[config.mk]
export PLATFORM = sky130hd
export DESIGN_NAME = json_key_value_extractor
export DESIGN_NICKNAME = d
export VERILOG_FILES = /design/src/hw/rtl/jkv_pkg.sv /design/src/hw/rtl/json_key_value_extractor.sv
export SDC_FILE = /design/constraint.sdc
export NUM_CORES = 2
export LEC_CHECK = 0
export BUFFER_PORTS_ARGS = -buffer_cell sky130_fd_sc_hd__buf_4
export CORE_MARGIN = 5
export CORE_UTILIZATION = 45
export DETAILED_ROUTE_END_ITERATION = 8
export HOLD_SLACK_MARGIN = 0.03
export PLACE_DENSITY_LB_ADDON = 0.05
export SKIP_CTS_REPAIR_TIMING = 1
export SLEW_MARGIN = 5
export SYNTH_ARGS = -nofsm -noshare
export SYNTH_HDL_FRONTEND = slang
export SYNTH_SLANG_ARGS = --single-unit
[constraint.sdc]
create_clock -name clk -period 12.9 [get_ports clk]
set_input_delay 3.225 -clock clk [delete_from_list [all_inputs] [get_ports clk]]
set_output_delay 3.225 -clock clk [all_outputs]
set_load 0.1 [all_outputs]
[src/hw/rtl/jkv_pkg.sv]
// ----------------------------------------------------------------------------
// jkv_pkg: shared types and constants for the JSON key/value extractor
// Item layouts, result status codes, register indexes and character codes.
// ----------------------------------------------------------------------------
package jkv_pkg;

  localparam int KEY_MAX_DEF = 32;   // default longest key
  localparam int KEY_LEN_W   = 6;    // key_length register width
  localparam int KEY_BYTES   = 32;   // bytes held by the four key words
  localparam int KEY_IDX_W   = 5;    // index into the key bytes
  localparam int CFG_IDX_W   = 3;
  localparam int CFG_DATA_W  = 64;

  // register indexes
  localparam logic [CFG_IDX_W-1:0] REG_VALUE_MODE = 3'd0;
  localparam logic [CFG_IDX_W-1:0] REG_KEY_LENGTH = 3'd1;
  localparam logic [CFG_IDX_W-1:0] REG_KEY_W0     = 3'd2;
  localparam logic [CFG_IDX_W-1:0] REG_KEY_W1     = 3'd3;
  localparam logic [CFG_IDX_W-1:0] REG_KEY_W2     = 3'd4;
  localparam logic [CFG_IDX_W-1:0] REG_KEY_W3     = 3'd5;

  // result status codes
  localparam logic [1:0] ST_CHAR   = 2'd0;
  localparam logic [1:0] ST_STRING = 2'd1;
  localparam logic [1:0] ST_INT    = 2'd2;
  localparam logic [1:0] ST_ABSENT = 2'd3;

  // value_mode codes
  localparam logic MODE_STRING = 1'b0;
  localparam logic MODE_INT    = 1'b1;

  // characters
  localparam logic [7:0] CHAR_QUOTE = 8'h22;
  localparam logic [7:0] CHAR_COLON = 8'h3A;
  localparam logic [7:0] CHAR_SPACE = 8'h20;
  localparam logic [7:0] CHAR_TAB   = 8'h09;
  localparam logic [7:0] CHAR_MINUS = 8'h2D;
  localparam logic [7:0] CHAR_ZERO  = 8'h30;
  localparam logic [7:0] CHAR_NINE  = 8'h39;

  typedef struct packed {
    logic [7:0] text_byte;
    logic       body_end;
  } in_item_t;

  typedef struct packed {
    logic [1:0]         status;
    logic [7:0]         char_out;
    logic signed [63:0] number;
    logic               run_last;
  } out_item_t;

endpackage

[src/hw/rtl/json_key_value_extractor.sv]
// ----------------------------------------------------------------------------
// json_key_value_extractor: streaming key lookup in a JSON text body
// Searches each body for "key", then returns its string or integer value.
// ----------------------------------------------------------------------------
// Usage:
//   in_*  : one body byte per item, body_end set on the last byte of a body.
//   out_* : result items. String mode gives one status-char item per value
//           character, then string-complete (or absent). Integer mode gives one
//           integer-found or absent item. run_last marks the final item of a
//           body; every body gets exactly one.
//   cfg_* : plain write port, cfg_index selects value_mode, key_length or one
//           of the four key words. Write only while the block is idle.
// Timing:
//   One item per cycle sustained while in_stall is low. A result is visible on
//   out_* the cycle after its input item is accepted, or it waits in the skid
//   entry if the output is stalled. The rate rests on the state update: the
//   key window compare and the times-ten accumulate are both combinational.
// Reset (synchronous, rst_n low): registers cleared, body state at the start
//   of a search, output buffer empty.
// Stall: results sit in a two-entry buffer (output register plus skid).
//   in_stall rises only when the skid entry is occupied.
// ----------------------------------------------------------------------------
module json_key_value_extractor #(
  parameter int KEY_MAX = jkv_pkg::KEY_MAX_DEF
) (
  input  logic                           clk,
  input  logic                           rst_n,
  input  logic                           in_valid,
  output logic                           in_stall,
  input  jkv_pkg::in_item_t              in_item,
  output logic                           out_valid,
  input  logic                           out_stall,
  output jkv_pkg::out_item_t             out_item,
  input  logic                           cfg_wr_en,
  input  logic [jkv_pkg::CFG_IDX_W-1:0]  cfg_index,
  input  logic [jkv_pkg::CFG_DATA_W-1:0] cfg_data
);
  import jkv_pkg::*;

  localparam int WIN_DEPTH = KEY_MAX + 2;              // quote + key + quote
  localparam int FILL_W    = $clog2(WIN_DEPTH + 1);

  // body phases
  localparam logic [2:0] PH_SEARCH = 3'd0;
  localparam logic [2:0] PH_SKIP   = 3'd1;
  localparam logic [2:0] PH_STRING = 3'd2;
  localparam logic [2:0] PH_INT    = 3'd3;
  localparam logic [2:0] PH_DONE   = 3'd4;

  // configuration
  logic                         mode_r;
  logic [KEY_LEN_W-1:0]         key_len_r;
  logic [3:0][CFG_DATA_W-1:0]   key_w_r;
  logic [KEY_BYTES-1:0][7:0]    key_bytes;

  // body state
  logic [7:0]        win_r [WIN_DEPTH];  // newest byte at tap 0
  logic [FILL_W-1:0] fill_r, fill_nxt, fill_inc;
  logic [2:0]        phase_r, phase_nxt;
  logic [63:0]       acc_r, acc_nxt;
  logic              neg_r, neg_nxt;
  logic              seen_r, seen_nxt;

  // output buffer
  logic      out_vld_r, skid_vld_r;
  out_item_t out_r, skid_r;

  // per-item work
  logic                 accept;
  logic [7:0]           b;
  logic                 end_b;
  logic                 shift_win;
  logic                 match;
  logic [KEY_LEN_W-1:0] klen, kidx;
  logic [KEY_LEN_W:0]   plen;
  logic [7:0]           cur;
  logic                 is_digit, is_skip;
  logic [3:0]           dig;
  logic [67:0]          acc10;
  logic [67:0]          limit;
  logic                 ovf;
  logic [63:0]          val;
  logic                 res_vld, final_out;
  out_item_t            res;

  assign key_bytes = key_w_r;
  assign accept    = in_valid && !in_stall;
  assign in_stall  = skid_vld_r;
  assign out_valid = out_vld_r;
  assign out_item  = out_r;

  assign b        = in_item.text_byte;
  assign end_b    = in_item.body_end;
  assign is_digit = (b >= CHAR_ZERO) && (b <= CHAR_NINE);
  assign is_skip  = (b == CHAR_COLON) || (b == CHAR_SPACE) || (b == CHAR_TAB);
  assign dig      = 4'(b - CHAR_ZERO);

  // ---- key window compare, against the window after this byte shifts in ----
  always_comb begin
    klen  = (key_len_r > KEY_LEN_W'(KEY_MAX)) ? KEY_LEN_W'(KEY_MAX) : key_len_r;
    plen  = {1'b0, klen} + (KEY_LEN_W+1)'(2);
    fill_inc = (fill_r == FILL_W'(WIN_DEPTH)) ? fill_r : fill_r + 1'b1;
    match = ((KEY_LEN_W+1)'(fill_inc) >= plen);
    cur   = b;
    kidx  = '0;
    for (int k = 0; k < WIN_DEPTH; k++) begin
      cur  = (k == 0) ? b : win_r[(k == 0) ? 0 : k - 1];
      kidx = KEY_LEN_W'(k);
      if (kidx == '0 || kidx == klen + 1'b1) begin
        if (cur != CHAR_QUOTE) match = 1'b0;
      end else if (kidx <= klen) begin
        // tap k holds key character klen-k
        if (cur != key_bytes[KEY_IDX_W'(klen - kidx)]) match = 1'b0;
      end
    end
  end

  // ---- integer accumulate: acc*10 + d, checked against the signed limit ----
  always_comb begin
    acc10 = {1'b0, acc_r, 3'b000} + {3'b000, acc_r, 1'b0} + {64'd0, dig};
    limit = neg_r ? (68'd1 << 63) : ((68'd1 << 63) - 68'd1);
    ovf   = (acc10 > limit);
  end

  // ---- phase logic ----
  always_comb begin
    phase_nxt = phase_r;
    acc_nxt   = acc_r;
    neg_nxt   = neg_r;
    seen_nxt  = seen_r;
    fill_nxt  = fill_r;
    shift_win = 1'b0;
    res_vld   = 1'b0;
    final_out = 1'b0;
    val       = '0;
    res       = '{status: ST_ABSENT, char_out: 8'd0, number: 64'sd0, run_last: 1'b1};

    unique case (phase_r)
      PH_SEARCH: begin
        shift_win = 1'b1;
        fill_nxt  = fill_inc;
        if (match) phase_nxt = PH_SKIP;
        if (end_b) begin
          res_vld   = 1'b1;
          final_out = 1'b1;
        end
      end
      PH_SKIP: begin
        if (is_skip) begin
          if (end_b) begin
            res_vld   = 1'b1;
            final_out = 1'b1;
          end
        end else if (mode_r == MODE_STRING) begin
          if (b == CHAR_QUOTE && !end_b) begin
            phase_nxt = PH_STRING;
          end else begin
            res_vld   = 1'b1;
            final_out = 1'b1;
          end
        end else if (b == CHAR_MINUS) begin
          neg_nxt   = 1'b1;
          phase_nxt = PH_INT;
          if (end_b) begin
            res_vld   = 1'b1;
            final_out = 1'b1;
          end
        end else if (is_digit) begin
          acc_nxt   = {60'd0, dig};
          seen_nxt  = 1'b1;
          phase_nxt = PH_INT;
          if (end_b) begin
            res_vld    = 1'b1;
            final_out  = 1'b1;
            res.status = ST_INT;
            res.number = $signed({60'd0, dig});
          end
        end else begin
          res_vld   = 1'b1;
          final_out = 1'b1;
        end
      end
      PH_STRING: begin
        res_vld = 1'b1;
        if (b == CHAR_QUOTE) begin
          final_out  = 1'b1;
          res.status = ST_STRING;
        end else if (end_b) begin
          final_out = 1'b1;
        end else begin
          res.status   = ST_CHAR;
          res.char_out = b;
          res.run_last = 1'b0;
        end
      end
      PH_INT: begin
        if (is_digit) begin
          if (ovf) begin
            res_vld   = 1'b1;
            final_out = 1'b1;
          end else begin
            acc_nxt  = acc10[63:0];
            seen_nxt = 1'b1;
            if (end_b) begin
              val        = neg_r ? (64'd0 - acc10[63:0]) : acc10[63:0];
              res_vld    = 1'b1;
              final_out  = 1'b1;
              res.status = ST_INT;
              res.number = $signed(val);
            end
          end
        end else begin
          res_vld   = 1'b1;
          final_out = 1'b1;
          if (seen_r) begin
            val        = neg_r ? (64'd0 - acc_r) : acc_r;
            res.status = ST_INT;
            res.number = $signed(val);
          end
        end
      end
      default: ;  // done: ignore bytes until body end
    endcase

    if (end_b) begin
      phase_nxt = PH_SEARCH;
      fill_nxt  = '0;
      acc_nxt   = '0;
      neg_nxt   = 1'b0;
      seen_nxt  = 1'b0;
    end else if (final_out) begin
      phase_nxt = PH_DONE;
    end
  end

  // ---- configuration registers ----
  always_ff @(posedge clk) begin
    if (!rst_n) begin
      mode_r    <= MODE_STRING;
      key_len_r <= '0;
      key_w_r   <= '0;
    end else if (cfg_wr_en) begin
      unique case (cfg_index)
        REG_VALUE_MODE: mode_r     <= cfg_data[0];
        REG_KEY_LENGTH: key_len_r  <= cfg_data[KEY_LEN_W-1:0];
        REG_KEY_W0:     key_w_r[0] <= cfg_data;
        REG_KEY_W1:     key_w_r[1] <= cfg_data;
        REG_KEY_W2:     key_w_r[2] <= cfg_data;
        REG_KEY_W3:     key_w_r[3] <= cfg_data;
        default: ;  // no register at this index
      endcase
    end
  end

  // ---- body state ----
  always_ff @(posedge clk) begin
    if (!rst_n) begin
      phase_r <= PH_SEARCH;
      fill_r  <= '0;
      acc_r   <= '0;
      neg_r   <= 1'b0;
      seen_r  <= 1'b0;
    end else if (accept) begin
      phase_r <= phase_nxt;
      fill_r  <= fill_nxt;
      acc_r   <= acc_nxt;
      neg_r   <= neg_nxt;
      seen_r  <= seen_nxt;
    end
  end

  // window taps beyond fill_r are never compared, so no reset needed
  always_ff @(posedge clk) begin
    if (accept && shift_win) begin
      win_r[0] <= b;
      for (int k = 1; k < WIN_DEPTH; k++) win_r[k] <= win_r[k-1];
    end
  end

  // ---- output register plus skid ----
  always_ff @(posedge clk) begin
    if (!rst_n) begin
      out_vld_r  <= 1'b0;
      skid_vld_r <= 1'b0;
    end else if (!out_vld_r || !out_stall) begin
      if (skid_vld_r) begin
        out_vld_r  <= 1'b1;
        skid_vld_r <= 1'b0;
      end else begin
        out_vld_r <= accept && res_vld;
      end
    end else if (accept && res_vld) begin
      skid_vld_r <= 1'b1;
    end
  end

  always_ff @(posedge clk) begin
    if (!out_vld_r || !out_stall) begin
      if (skid_vld_r) out_r <= skid_r;
      else            out_r <= res;
    end else if (accept && res_vld) begin
      skid_r <= res;
    end
  end

`ifndef SYNTHESIS
  a_skid_needs_out: assert property (@(posedge clk) disable iff (!rst_n)
    skid_vld_r |-> out_vld_r)
    else $error("skid entry held while output register empty");

  a_skid_fill_on_stall: assert property (@(posedge clk) disable iff (!rst_n)
    $rose(skid_vld_r) |-> $past(out_vld_r && out_stall))
    else $error("skid filled without a stalled output");

  a_char_not_last: assert property (@(posedge clk) disable iff (!rst_n)
    (out_vld_r && out_r.status == ST_CHAR) |-> !out_r.run_last)
    else $error("string character item marked last");

  a_body_end_clears: assert property (@(posedge clk) disable iff (!rst_n)
    (accept && end_b) |=> (phase_r == PH_SEARCH && fill_r == '0 && acc_r == '0))
    else $error("body state not cleared after body end");

  a_pos_acc_range: assert property (@(posedge clk) disable iff (!rst_n)
    (phase_r == PH_INT && !neg_r) |-> !acc_r[63])
    else $error("positive magnitude beyond signed range");
`endif

endmodule

==> results_dict.tcl <==
set metrics [dict create \
    status "finished with violations" \
    violations "max-capacitance violations, max-slew violations" \
    power_frac_comb_pct 18.1 \
    clock_latency_ps 740 \
    endpoint_kind "flop" \
    critPathCapture "skid_r[9]$_DFFE_PP_" \
    hold_class "reg -> reg" \
    antenna_found_initial 19 \
    fin_crit_ps 10890 \
    yosysSeqAreaShare_pct 29.6 \
    critPathKind "in -> reg" \
    fin_setup_tns_ps 0 \
    gp_congestion 1.10 \
    cp.arrival_ps 11330 \
    start_util_pct 45.3 \
    cts_tree "yes" \
    final-instance-count-excl-fill 9287 \
    netlist_area_um2 65100 \
    routed_wl_um 364000 \
    dp_cells 9121 \
    nets 7598 \
    crit_chain "buf_4, fa_1, inv_1, fa_1, and2b_1, o2111ai_2, a211oi_2, o21ai_1, a211oi_1, nor2_1, o21ai_0, xor2_1, ha_1, nand4_1, or4_1, nor4_1, mux2i_1, o22ai_1, a2111oi_2, and2_1, and4_1, nor4_1, and2_4, buf_12" \
    wire_per_inst_um 39.2 \
    die_y_um 390 \
    grt_usage_pct 46.2 \
    postSynthCellCount 7420 \
    syn_area_per_cell_um2 8.77 \
    rows 139 \
    sw_frac_of_total_pct 32.2 \
    grt_max_degree 197 \
    detailed_place_hpwl_um 279000 \
    rrSetupSlack_ps 4200 \
    synth_edf_count 414 \
    worst_pin_slew_ps 1580 \
    die_w_um 390 \
    hold_viol 0 \
    place.port_buffers 157 \
    fin_skew_ps 39.4 \
    synth_seq_cells 754 \
    gr-total-overflow 0 \
    fmax_mhz 91.9 \
    mostFrequentLayoutCells "nand2_1 (1038), mux2i_1 (585), a21oi_1 (507), nor2_1 (463), edfxtp_1 (414)" \
    clockRootBuffer "clkbuf_16" \
    boundaryPins 158 \
    power.density_nw_per_um2 93.5 \
    cts_made_buffers 84 \
    synth_ff_type "edfxtp_1" \
    area_growth_pct 9.13 \
    cts-htree-levels 3 \
    slew_viol_final 10 \
    postSynth.asyncResetShare_pct 0 \
    synth_cell_type_count 127 \
    cts.sinks 754 \
    worst_path_largest_cell_delay_ps 670 \
    grt_pass1_vias 61100 \
    rsz0062_at_grt "no" \
    syn_nets 7710 \
    relSlewSlack_pct -5.11 \
    fillCellCount 13800 \
    vias 66100 \
    core_area_um2 144000 \
    leakagePower_nw 26.2 \
    switching_power_mw 2.14 \
    p_clk_share_pct 39.0 \
    timing.final.crit_share_pct 84.4 \
    drtAntennaViolNets 0 \
    crit_fanout 33 \
    dieArea_um2 152000 \
    p_int_mw 4.51 \
    r2r-end "skid_r[9]$_DFFE_PP_" \
    layout_commonest_cell "nand2_1" \
    setup_viol 0 \
    crit_start "in_item[4]" \
    drtPass1Iterations 8 \
    clkSlewWorstSetupHoldPaths_ps 60 \
    r2r_cells 24 \
    yosysWarnings 0 \
    layout-drive-gt1-share_pct 13.4 \
    fin_util_pct 49.4 \
    grt_pass1_wl_um 499000 \
    crit_required_ps 13340 \
    start_kind "input pin" \
    viasPerCell 7.12 \
    pwr-share-seq_pct 42.9 \
    dr.first_iter.drc_count 9116 \
    critPathSlowestCell "a211oi_1" \
    timing.hold.ws_ps 505 \
    drc 0 \
    maxCapViolations 2 \
    vdd_ir_drop_max_mv 0.101 \
    rr_startpoint "acc_r[2]$_SDFFE_PN0P_" \
    clockBufferDepth 3 \
]
## critical path: cells and delay by family
family	cells	cell delay (ps)
xor gates and xnor gates	1	470
and+or+nand+nor	9	3060
adders and majority gates	3	1370
AOI/OAI and AO/OA	7	2420
muxes	1	150
buffers and inverters	3	520
## kinds of logic after synthesis
kind of cell / Yosys count / synth area share [%]
XOR/XNOR: 474 / 6.43
AO/OA/AOI/OAI: 2005 / 20.8
multiplexers: 893 / 16.6
buffers and inverters: 649 / 4.52
AND/OR/NAND/NOR: 2436 / 18.0
adder cells (fa/ha/maj): 209 / 4.04
flip-flops: 754 / 29.6
## final cells by class
| cell class | instances | area (µm²) | area share (%) |
|---|---|---|---|
| multi-input cells | 6017 | 43300 | 60.9 |
| flip-flops and latches | 754 | 19300 | 27.1 |
| repair buffers | 367 | 2830 | 3.98 |
| well taps | 1903 | 2380 | 3.35 |
| clock buffers | 106 | 2220 | 3.13 |
| clock inverters | 50 | 697 | 0.981 |
| inverters | 84 | 330 | 0.465 |
| diodes | 6 | 15.0 | 0.0211 |
## through the flow
stage          setup slack [ps]  cell area, µm²  power, mW
2_1_floorplan              2270           65100       3.49
4_1_cts                    2020           70900       6.58
5_1_grt                    1600           71000       6.77
3_5_place_dp               1280           68000       4.02
3_3_place_gp               1470           68000       4.02
6_report                   2010           71000       6.64
## sequential cells by signal, indices dropped and copies added, names as in the netlist
signal / cells
seen_r: 1
neg_r: 1
key_len_r: 6
out_item: 75
acc_r: 64
mode_r: 1
fill_r: 6
in_stall: 1
skid_r: 75
out_valid: 1
key_bytes: 256
win_r: 264
phase_r: 3
## synth_stat cells, drive strengths merged (123+ instances only)
cell type     n  area, µm²
xnor2       288       2550
ha          207       2590
mux2i       593       5950
nand2      1040       3910
clkbuf      277       1040
a21oi       517       2640
dfxtp       340       6810
nor2        477       1800
edfxtp      414      12400
xor2        186       1630
buf         288       1590
mux4        130       2930
mux2        170       1910
nand3       123        616
nor3        150        767
a22oi       215       1610
o21ai       334       1670
## metal layers
metal,track usage [%],vias to the layer above,share of wire (%)
met5,0,-,0.037
met4,42.4,18,12
met3,13.8,1413,10
met2,70.2,4515,43
met1,52.2,32200,35
li1,-,27900,-
## power groups by stage
stage | clock (mW) | combinational (mW) | sequential (mW)
2_1_floorplan | 0 | 0.603 | 2.89
3_5_place_dp | 0 | 1.13 | 2.89
5_1_grt | 2.71 | 1.22 | 2.85
4_1_cts | 2.61 | 1.14 | 2.84
3_3_place_gp | 0 | 1.13 | 2.89
6_report | 2.59 | 1.20 | 2.85
## worst min-delay path by stage
stage,slack [ps],end,depth (start not counted),startpoint
after floorplan,450,seen_r$_SDFFE_PN0P_,2,seen_r$_SDFFE_PN0P_
after global placement,470,seen_r$_SDFFE_PN0P_,2,seen_r$_SDFFE_PN0P_
after detailed placement,480,seen_r$_SDFFE_PN0P_,2,seen_r$_SDFFE_PN0P_
after CTS,500,seen_r$_SDFFE_PN0P_,2,seen_r$_SDFFE_PN0P_
after global routing,520,win_r[4][1]$_DFFE_PP_,0,win_r[3][1]$_DFFE_PP_
final,500,seen_r$_SDFFE_PN0P_,2,seen_r$_SDFFE_PN0P_
No activity file was read; power rests on OpenSTA's default activity.
